==> config.mk <==
export PLATFORM = sky130hd
export DESIGN_NAME = block_continuation_bit_decoder_top
export DESIGN_NICKNAME = d
export VERILOG_FILES = /design/src/rtl/bcbd_pkg.sv /design/src/rtl/bcbd_store.sv /design/src/rtl/bcbd_decoder.sv /design/src/rtl/block_continuation_bit_decoder_top.sv
export VERILOG_INCLUDE_DIRS = /design/src /design/src/rtl
export SDC_FILE = /design/constraint.sdc
export NUM_CORES = 1
export LEC_CHECK = 0
export ABC_AREA = 1
export BUFFER_PORTS_ARGS = -buffer_cell sky130_fd_sc_hd__buf_2
export CAP_MARGIN = 25
export CORE_AREA = 10 10 197 384
export DETAILED_ROUTE_END_ITERATION = 10
export DIE_AREA = 0 0 207 394
export GPL_ROUTABILITY_DRIVEN = 1
export PLACE_DENSITY = 0.58
export RECOVER_POWER = 100
export SLEW_MARGIN = 15
export SYNTH_ARGS = -nofsm -noshare
export SYNTH_HDL_FRONTEND = slang
export SYNTH_SLANG_ARGS = --single-unit
==> constraint.sdc <==
create_clock -name i_clk -period 7.2 [get_ports i_clk]
set_input_delay 0.36 -clock i_clk [delete_from_list [all_inputs] [get_ports i_clk]]
set_output_delay 0.36 -clock i_clk [all_outputs]
set_load 0.02 [all_outputs]
==> src/rtl/assert_macros.svh <==
// ---------------------------------------------------------------------------
// Assertion macros
// Shared concurrent assertion forms, clocked on i_clk and quiet in reset.
// ---------------------------------------------------------------------------
`ifndef ASSERT_MACROS_SVH
`define ASSERT_MACROS_SVH

// Implication checked on every rising edge outside reset.
`define ASSERT_CLK(label, prop, msg) \
    label: assert property (@(posedge i_clk) disable iff (!i_rst_n) prop) \
        else $error(msg);

// Same-cycle condition checked on every rising edge outside reset.
`define ASSERT_NOW(label, cond, msg) \
    label: assert property (@(posedge i_clk) disable iff (!i_rst_n) (cond)) \
        else $error(msg);

`endif

==> src/rtl/bcbd_pkg.sv <==
// ---------------------------------------------------------------------------
// bcbd_pkg
// Shared types and constants of the block-continuation bit decoder.
// ---------------------------------------------------------------------------
package bcbd_pkg;

    localparam int STORE_BYTES_DEF    = 64;
    localparam int MAX_VALUE_BITS_DEF = 32;

    localparam int CMD_W   = 2;
    localparam int BYTE_W  = 8;
    localparam int NBITS_W = 6;
    localparam int BSIZE_W = 6;
    localparam int VALUE_W = 32;
    localparam int STAT_W  = 2;

    localparam logic [CMD_W-1:0] CMD_CLEAR  = 2'd0;
    localparam logic [CMD_W-1:0] CMD_APPEND = 2'd1;
    localparam logic [CMD_W-1:0] CMD_DECODE = 2'd2;

    localparam logic [STAT_W-1:0] STAT_OK       = 2'd0;
    localparam logic [STAT_W-1:0] STAT_NO_DATA  = 2'd1;
    localparam logic [STAT_W-1:0] STAT_FULL     = 2'd2;

    typedef struct packed {
        logic [CMD_W-1:0]   command;
        logic [BYTE_W-1:0]  data_byte;
        logic [NBITS_W-1:0] num_bits;
        logic [BSIZE_W-1:0] block_size;
    } t_req;

    typedef struct packed {
        logic [VALUE_W-1:0] value;
        logic [STAT_W-1:0]  status;
    } t_res;

endpackage

==> src/rtl/bcbd_store.sv <==
// ---------------------------------------------------------------------------
// bcbd_store
// Byte store: one write port and one read port with registered read data.
// ---------------------------------------------------------------------------
module bcbd_store #(
    parameter int DEPTH = 64,
    parameter int AW    = $clog2(DEPTH)
) (
    input  logic          i_clk,
    input  logic          i_we,
    input  logic [AW-1:0] i_waddr,
    input  logic [7:0]    i_wdata,
    input  logic          i_re,
    input  logic [AW-1:0] i_raddr,
    output logic [7:0]    o_rdata
);

    logic [7:0] r_mem [DEPTH];
    logic [7:0] r_rdata;

    always_ff @(posedge i_clk) begin
        if (i_we) begin
            r_mem[i_waddr] <= i_wdata;
        end
    end

    // The read data holds until the next read, so the decoder can use it
    // as its current byte.
    always_ff @(posedge i_clk) begin
        if (i_re) begin
            r_rdata <= r_mem[i_raddr];
        end
    end

    assign o_rdata = r_rdata;

endmodule

==> src/rtl/bcbd_decoder.sv <==
// ---------------------------------------------------------------------------
// bcbd_decoder
// Command sequencer and bit-serial value decoder around the byte store.
// ---------------------------------------------------------------------------
module bcbd_decoder #(
    parameter int STORE_BYTES    = 64,
    parameter int MAX_VALUE_BITS = 32
) (
    input  logic          i_clk,
    input  logic          i_rst_n,
    input  logic          i_req_valid,
    output logic          o_req_ready,
    input  bcbd_pkg::t_req i_req,
    output logic          o_res_valid,
    input  logic          i_res_ready,
    output bcbd_pkg::t_res o_res
);
    import bcbd_pkg::*;

    localparam int AW  = (STORE_BYTES > 1) ? $clog2(STORE_BYTES) : 1;
    localparam int CW  = $clog2(STORE_BYTES + 1);
    localparam int NBW = $clog2(MAX_VALUE_BITS + 1);
    localparam int MW  = MAX_VALUE_BITS + 1;

    typedef enum logic [1:0] {ST_IDLE, ST_READ, ST_BIT, ST_RESULT} t_state;

    t_state r_state, n_state;
    logic [CW-1:0]             r_fill, n_fill;
    logic [CW-1:0]             r_rb, n_rb;
    logic [2:0]                r_bp, n_bp;
    logic [CW-1:0]             r_wrb, n_wrb;
    logic [2:0]                r_wbp, n_wbp;
    logic [NBW-1:0]            r_nbits, n_nbits;
    logic [BSIZE_W-1:0]        r_bsize, n_bsize;
    logic [NBW-1:0]            r_got, n_got;
    logic [NBW-1:0]            r_cnt, n_cnt;
    logic [1:0]                r_blk, n_blk;
    logic                      r_last, n_last;
    logic                      r_cont, n_cont;
    logic [MAX_VALUE_BITS-1:0] r_acc, n_acc;
    t_res                      r_res, n_res;

    logic                      w_we, w_re;
    logic [AW-1:0]             w_waddr, w_raddr;
    logic [7:0]                w_rdata;

    logic [NBW-1:0]            w_nb;
    logic [BSIZE_W-1:0]        w_bs;
    logic                      w_bit;
    logic [NBW-1:0]            w_rem;
    logic [BSIZE_W-1:0]        w_half;
    logic [MW-1:0]             w_hi, w_lo;
    logic [MAX_VALUE_BITS-1:0] w_fill_mask;

    bcbd_store #(.DEPTH(STORE_BYTES), .AW(AW)) u_store (
        .i_clk   (i_clk),
        .i_we    (w_we),
        .i_waddr (w_waddr),
        .i_wdata (i_req.data_byte),
        .i_re    (w_re),
        .i_raddr (w_raddr),
        .o_rdata (w_rdata)
    );

    always_comb begin
        if (i_req.num_bits == '0) begin
            w_nb = NBW'(1);
        end else if (i_req.num_bits > NBITS_W'(MAX_VALUE_BITS)) begin
            w_nb = NBW'(MAX_VALUE_BITS);
        end else begin
            w_nb = i_req.num_bits[NBW-1:0];
        end
        w_bs = (i_req.block_size == '0) ? BSIZE_W'(w_nb) : i_req.block_size;
    end

    assign w_bit  = w_rdata[3'd7 - r_wbp];
    assign w_rem  = r_nbits - r_got;
    assign w_half = r_bsize >> 1;
    assign w_hi   = (MW'(1) << r_nbits) - MW'(1);
    assign w_lo   = (MW'(1) << r_got) - MW'(1);
    assign w_fill_mask = MAX_VALUE_BITS'(w_hi & ~w_lo);

    assign o_req_ready = (r_state == ST_IDLE);
    assign o_res_valid = (r_state == ST_RESULT);
    assign o_res       = r_res;

    always_comb begin
        n_state = r_state;
        n_fill  = r_fill;
        n_rb    = r_rb;
        n_bp    = r_bp;
        n_wrb   = r_wrb;
        n_wbp   = r_wbp;
        n_nbits = r_nbits;
        n_bsize = r_bsize;
        n_got   = r_got;
        n_cnt   = r_cnt;
        n_blk   = r_blk;
        n_last  = r_last;
        n_cont  = r_cont;
        n_acc   = r_acc;
        n_res   = r_res;
        w_we    = 1'b0;
        w_waddr = r_fill[AW-1:0];
        w_re    = 1'b0;
        w_raddr = r_wrb[AW-1:0];

        case (r_state)
            ST_IDLE: begin
                if (i_req_valid) begin
                    n_res.value  = '0;
                    n_res.status = STAT_OK;
                    n_state      = ST_RESULT;
                    case (i_req.command)
                        CMD_CLEAR: begin
                            n_fill = '0;
                            n_rb   = '0;
                            n_bp   = '0;
                        end
                        CMD_APPEND: begin
                            if (r_fill < CW'(STORE_BYTES)) begin
                                w_we   = 1'b1;
                                n_fill = r_fill + CW'(1);
                            end else begin
                                n_res.status = STAT_FULL;
                            end
                        end
                        CMD_DECODE: begin
                            n_nbits = w_nb;
                            n_bsize = w_bs;
                            n_cnt   = (w_bs > BSIZE_W'(w_nb)) ? w_nb : w_bs[NBW-1:0];
                            n_got   = '0;
                            n_blk   = '0;
                            n_last  = 1'b0;
                            n_cont  = 1'b0;
                            n_acc   = '0;
                            n_wrb   = r_rb;
                            n_wbp   = r_bp;
                            n_state = ST_READ;
                        end
                        default: begin
                        end
                    endcase
                end
            end

            ST_READ: begin
                // Fetch the byte under the working cursor, or give up with
                // the committed cursor untouched.
                if (r_wrb < r_fill) begin
                    w_re    = 1'b1;
                    n_state = ST_BIT;
                end else begin
                    n_res.value  = '0;
                    n_res.status = STAT_NO_DATA;
                    n_state      = ST_RESULT;
                end
            end

            ST_BIT: begin
                logic done;
                done  = 1'b0;
                n_wbp = r_wbp + 3'd1;
                if (r_wbp == 3'd7) begin
                    n_wrb = r_wrb + CW'(1);
                end
                if (!r_cont) begin
                    n_acc  = r_acc | (MAX_VALUE_BITS'(w_bit) << r_got);
                    n_last = w_bit;
                    n_got  = r_got + NBW'(1);
                    n_cnt  = r_cnt - NBW'(1);
                    if (r_cnt == NBW'(1)) begin
                        if (n_got < r_nbits) begin
                            n_cont = 1'b1;
                        end else begin
                            done = 1'b1;
                        end
                    end
                end else begin
                    if (!w_bit) begin
                        done = 1'b1;
                        if (r_last) begin
                            n_acc = r_acc | w_fill_mask;
                        end
                    end else begin
                        n_cont = 1'b0;
                        n_blk  = r_blk + 2'd1;
                        if (r_blk == 2'd2) begin
                            n_bsize = BSIZE_W'(r_nbits);
                        end else if (w_half < BSIZE_W'(2)) begin
                            n_bsize = BSIZE_W'(2);
                        end else begin
                            n_bsize = w_half;
                        end
                        n_cnt = (n_bsize > BSIZE_W'(w_rem)) ? w_rem : n_bsize[NBW-1:0];
                    end
                end
                if (done) begin
                    n_rb         = n_wrb;
                    n_bp         = n_wbp;
                    n_res.value  = VALUE_W'(n_acc);
                    n_res.status = STAT_OK;
                    n_state      = ST_RESULT;
                end else if (r_wbp == 3'd7) begin
                    n_state = ST_READ;
                end
            end

            ST_RESULT: begin
                if (i_res_ready) begin
                    n_state = ST_IDLE;
                end
            end

            default: begin
                n_state = ST_IDLE;
            end
        endcase
    end

    always_ff @(posedge i_clk) begin
        if (!i_rst_n) begin
            r_state <= ST_IDLE;
            r_fill  <= '0;
            r_rb    <= '0;
            r_bp    <= '0;
        end else begin
            r_state <= n_state;
            r_fill  <= n_fill;
            r_rb    <= n_rb;
            r_bp    <= n_bp;
        end
        r_wrb   <= n_wrb;
        r_wbp   <= n_wbp;
        r_nbits <= n_nbits;
        r_bsize <= n_bsize;
        r_got   <= n_got;
        r_cnt   <= n_cnt;
        r_blk   <= n_blk;
        r_last  <= n_last;
        r_cont  <= n_cont;
        r_acc   <= n_acc;
        r_res   <= n_res;
    end

endmodule

==> src/rtl/block_continuation_bit_decoder_top.sv <==
// ---------------------------------------------------------------------------
// block_continuation_bit_decoder_top
// Variable-length value decoder over a byte store, with stream channels.
// ---------------------------------------------------------------------------
// Each item on the slave channel is one command: clear the store, append one
// byte, or decode one value of num_bits bits starting with a block of
// block_size bits. Every item produces exactly one result item on the master
// channel, carrying the decoded value and a status code.
// Clear, append and unused commands go from the idle state to the result
// state and then into the output register. A decode sets up, then takes one
// value or continuation bit per cycle (up to 35: 32 value bits and three
// continuation bits), pausing for one read of the byte store for every byte
// the cursor enters (up to six), and then presents its result.
// The output register lets the sequencer take the next item while a result
// still waits for the receiver; if the receiver stalls longer, the sequencer
// holds its own finished result and stops accepting items.
// Reset empties the store and rewinds the read cursor at once; the byte
// store itself is not cleared and needs no clearing pass.
// ---------------------------------------------------------------------------
`include "assert_macros.svh"

module block_continuation_bit_decoder_top #(
    parameter int STORE_BYTES    = bcbd_pkg::STORE_BYTES_DEF,
    parameter int MAX_VALUE_BITS = bcbd_pkg::MAX_VALUE_BITS_DEF
) (
    input  logic        i_clk,
    input  logic        i_rst_n,
    input  logic        i_s_axis_tvalid,
    output logic        o_s_axis_tready,
    input  logic [23:0] i_s_axis_tdata,  // data_byte[7:0], num_bits[13:8],
                                         // block_size[19:14], zero pad
    input  logic [1:0]  i_s_axis_tuser,  // command[1:0]
    output logic        o_m_axis_tvalid,
    input  logic        i_m_axis_tready,
    output logic [31:0] o_m_axis_tdata,  // value[31:0]
    output logic [1:0]  o_m_axis_tuser   // status[1:0]
);
    import bcbd_pkg::*;

    t_req w_req;
    t_res w_res;
    logic w_res_valid;
    logic w_res_ready;

    logic r_out_valid;
    t_res r_out;

    // Unpack the slave item into the command record.
    always_comb begin
        w_req.command    = i_s_axis_tuser;
        w_req.data_byte  = i_s_axis_tdata[7:0];
        w_req.num_bits   = i_s_axis_tdata[13:8];
        w_req.block_size = i_s_axis_tdata[19:14];
    end

    bcbd_decoder #(
        .STORE_BYTES    (STORE_BYTES),
        .MAX_VALUE_BITS (MAX_VALUE_BITS)
    ) u_decoder (
        .i_clk       (i_clk),
        .i_rst_n     (i_rst_n),
        .i_req_valid (i_s_axis_tvalid),
        .o_req_ready (o_s_axis_tready),
        .i_req       (w_req),
        .o_res_valid (w_res_valid),
        .i_res_ready (w_res_ready),
        .o_res       (w_res)
    );

    // The output register takes a new result whenever it is empty or its
    // current item leaves in this cycle.
    assign w_res_ready = !r_out_valid || i_m_axis_tready;

    always_ff @(posedge i_clk) begin
        if (!i_rst_n) begin
            r_out_valid <= 1'b0;
        end else if (w_res_valid && w_res_ready) begin
            r_out_valid <= 1'b1;
        end else if (i_m_axis_tready) begin
            r_out_valid <= 1'b0;
        end
        if (w_res_valid && w_res_ready) begin
            r_out <= w_res;
        end
    end

    assign o_m_axis_tvalid = r_out_valid;
    assign o_m_axis_tdata  = r_out.value;
    assign o_m_axis_tuser  = r_out.status;

    // A failed command never carries a value.
    `ASSERT_NOW(a_err_value_zero,
        !o_m_axis_tvalid || o_m_axis_tuser == STAT_OK || o_m_axis_tdata == '0,
        "error result with non-zero value")

    // A result handed over by the sequencer is shown in the next cycle.
    `ASSERT_CLK(a_res_lands, w_res_valid && w_res_ready |=> o_m_axis_tvalid,
        "handed-over result not presented")

    // The sequencer works on one item at a time.
    `ASSERT_CLK(a_one_at_a_time, i_s_axis_tvalid && o_s_axis_tready |=> !o_s_axis_tready,
        "item accepted while another is in progress")

endmodule
==> out/summary.txt <==
run status: finished with violations
failing checks: max-capacitance violations, max-slew violations
Hold WC Path Type: input port to register
Via density: 5.69
WL per Instance: 24.5 µm
total CTS buffers: 57
Max VDD drop: 0.232 mV
post-synthesis mux area share: 0%
post-synth top area share: 63.9%
first-pass GRT wire length: 140,000 µm
initial antenna violation count: 1
Worst path max stage delay: 700 ps
Post-Syn Instances: 2,927
Ys Warns: 0
synth top area cells: edfxtp_1, nor2_1, nand2_1
Worst Reg-to-Reg Cells: 19
Layout Skew: 34.7 ps
Max Slew Vio Count: 678
slowest stage cell, crit path: nand3_1
Hold Path End: o_m_axis_tvalid
Post-Synth Adder-Cell Area: 2.13%
Compound-Gate Fraction of Synth Area: 10.5%
CTS H-tree depth: 2
placed cells: 3,785
Site Rows: 137
Synth Area per Inst: 10.5 µm²
Max Fclk: 0.198 GHz
Synth area leader: edfxtp_1
HPWL Detailed: 65,300 µm
dominant synthesized flop cell: edfxtp_1
Worst Slack Setup Final: 2150 ps
max cap viols: 11
PostCTS Resize Cnt: 0
first-pass iteration count of the detailed router: 7
Clock Sinks: 677
Max FO, Critical Path: 17
# diodes: 0
starting density of the core: 44.3%
Place WS: 3220 ps
RSZ-0062 raised after global routing: no
critical path data arrival time: 5570 ps
RR Startpoint: u_decoder.r_got[0]
synthesized flop and latch total: 677
WS Path Type: register to register
syn nets: 3,009
most frequent cells after synthesis: edfxtp_1, nor2_1, nand2_1, o21ai_0, inv_1
number of routed nets with antenna violations: 0
Power Dens Cells: 345 mW/mm²
Synth async-reset ratio: 0%
flop-to-flop setup slack: 2150 ps
worst path cell trace: clkbuf_1, inv_1, nor3_1, inv_1, nor2_1, nand2_1, xor2_1, inv_1, ha_1, nand2_1, nor2_1, o21ai_0, o211ai_1, a21oi_1, nand2_1, nand3_1, nand2_1, nand2_1, nor2_1
Post-Synth Simple-Gate Area: 17.2%
crit end category: register
post-synthesis xor/xnor area fraction: 0.511%
share of layout cells above drive strength 1: 6.11%
clk_lat worst skew: 640 ps
initial DRC count: 1,695
Die Ht: 394 µm
WL final: 95,600 µm
P_leak: 12.4 nW
Reg clk slew, reported paths: 70 ps
Die Footprint: 0.0816 mm²
Port Buffers: 61
non-filler cells, final: 3,897
DR vias: 22.2k
Final Cycle Share: 70.2%
Final nets: 3,027
register area share after synthesis: 65.2%
Total GRT Usage: 22.5%
Setup TNS: 0 ps
Area Growth Syn to Fin: 9.83%
vias in the first global route: 22.0k
core box area: 0.0696 mm²
main combinational cell family by area after synthesis: simple AND/OR/NAND/NOR gates
fin crit period: 5050 ps
Min-Delay Path Depth: 4
Die Span X: 207 µm
Critical Path Source Type: register
most used cell, CP: nand2_1
hold path start: i_m_axis_tready
Worst EP required: 7720 ps
Routability Congestion: 1.03
root buf cell: clkbuf_16
relative slew slack: -120%
Worst R2R End: u_decoder.r_rb[5]
io pins: 66
clk buf depth: 3
final setup violation count: 0
CTS tree: done
Final Hold Fails: 0
worst slew pin tran: 3300 ps
Tot Pwr: 11.7 mW
total grt overflow: 0
Synth Cell Area: 0.0309 mm²
Synth cell types: 47
hold_ws: 87.7 ps
count leader, synth: edfxtp_1
post-route DRC violation count: 0
Post-synth EDFFs: 657
pin count of the biggest net entering global routing: 147
## worst max-delay path by stage
stage	cells after the start	slack, ps	end	from
6_report	19	2150	u_decoder.r_rb[5]	u_decoder.r_got[0]
3_5_place_dp	18	3220	u_decoder.o_res[6]	u_decoder.r_got[0]
2_1_floorplan	16	2140	u_decoder.o_res[0]	u_decoder.r_got[0]
3_3_place_gp	18	3170	u_decoder.o_res[24]	u_decoder.r_got[0]
5_1_grt	18	1790	u_decoder.r_bp[0]	u_decoder.r_got[0]
4_1_cts	18	3220	u_decoder.o_res[27]	u_decoder.r_got[0]
## worst max-delay path: cells and delay by family (launching register included)
| kind | cells | cell delay [ps] |
|---|---|---|
| AO/OA/AOI/OAI | 3 | 730 |
| buffers and inverters | 4 | 1140 |
| flip-flops | 1 | 320 |
| AND/OR/NAND/NOR | 10 | 2260 |
| XOR/XNOR | 1 | 200 |
| adder cells (fa/ha/maj) | 1 | 280 |
## power breakdown
| part | internal [mW] | total (mW) | leakage [nW] | switching (mW) |
|---|---|---|---|---|
| clock | 1.80 | 3.29 | 0.962 | 1.49 |
| combinational | 0.901 | 3.49 | 5.31 | 2.59 |
| sequential | 4.75 | 4.90 | 6.15 | 0.143 |
| total | 7.46 | 11.7 | 12.4 | 4.22 |
## timing repair
item | in CTS | in global routing
hold endpoints to repair | 1 | 0
hold buffers | 1 | 0
endpoints found under the setup margin | 0 | 0
setup buffers | 0 | 0
## logic make-up (layout without fill, tap and decap cells)
kind of cell / after synthesis / after routing
fa+ha+maj: 52 / 52
compound gates: 563 / 563
flops: 677 / 677
xor+xnor: 18 / 18
simple gates: 1269 / 1269
buf+inv: 348 / 415
## metrics by stage
step | instance area (µm²) | util [%]
6_report | 33900 | 48.7
5_1_grt | 33900 | 48.7
4_1_cts | 34000 | 48.9
3_5_place_dp | 32000 | 46.0
3_3_place_gp | 32000 | 46.0
2_1_floorplan | 30900 | -
## layout by cell type (no fill, tap or decap), drive strengths merged, types with 2 or more instances in the layout
cell,instances
nand3,161
dfxtp,20
nor4,5
a31oi,10
clkbuf,112
clkinvlp,6
ha,51
o221ai,49
buf,47
o21bai,8
clkinv,33
xor2,12
nand3b,8
o21ai,305
xnor2,6
nand4,57
and3,2
o22ai,80
nor3,22
nand2,439
a311oi,2
or2,3
edfxtp,657
inv,207
bufinv,9
o211ai,30
and2,2
a21oi,73
nor2,569
## registers in the layout (all words and copies together), names as in the netlist, 5 cells and up
name,cells
u_decoder.r_fill,7
u_decoder.r_nbits,6
u_decoder.r_bsize,5
u_decoder.r_wrb,7
u_decoder.r_acc,32
o_m_axis_tdata,32
u_decoder.o_res,34
u_decoder.u_store.r_mem,512
u_decoder.r_rb,7
u_decoder.r_got,6
u_decoder.u_store.o_rdata,8
u_decoder.r_cnt,6
## final cells by class
type,instances,area (µm²)
Clock buffer,61,1440
Clock inverter,47,543
Fill cell,6400,35700
Inverter,208,787
Multi-Input combinational cell,1902,9340
Sequential cell,677,20100
Tap cell,903,1130
Timing Repair Buffer,99,514
## layer usage
metal	vias up	GRT usage (%)	wire length (µm)
met1	10749	22.1	32200
met5	-	0	0
met4	0	14.9	6820
li1	10389	-	-
met2	804	42.9	52000
met3	248	2.81	4460
Power figures use the tool's default switching activity.
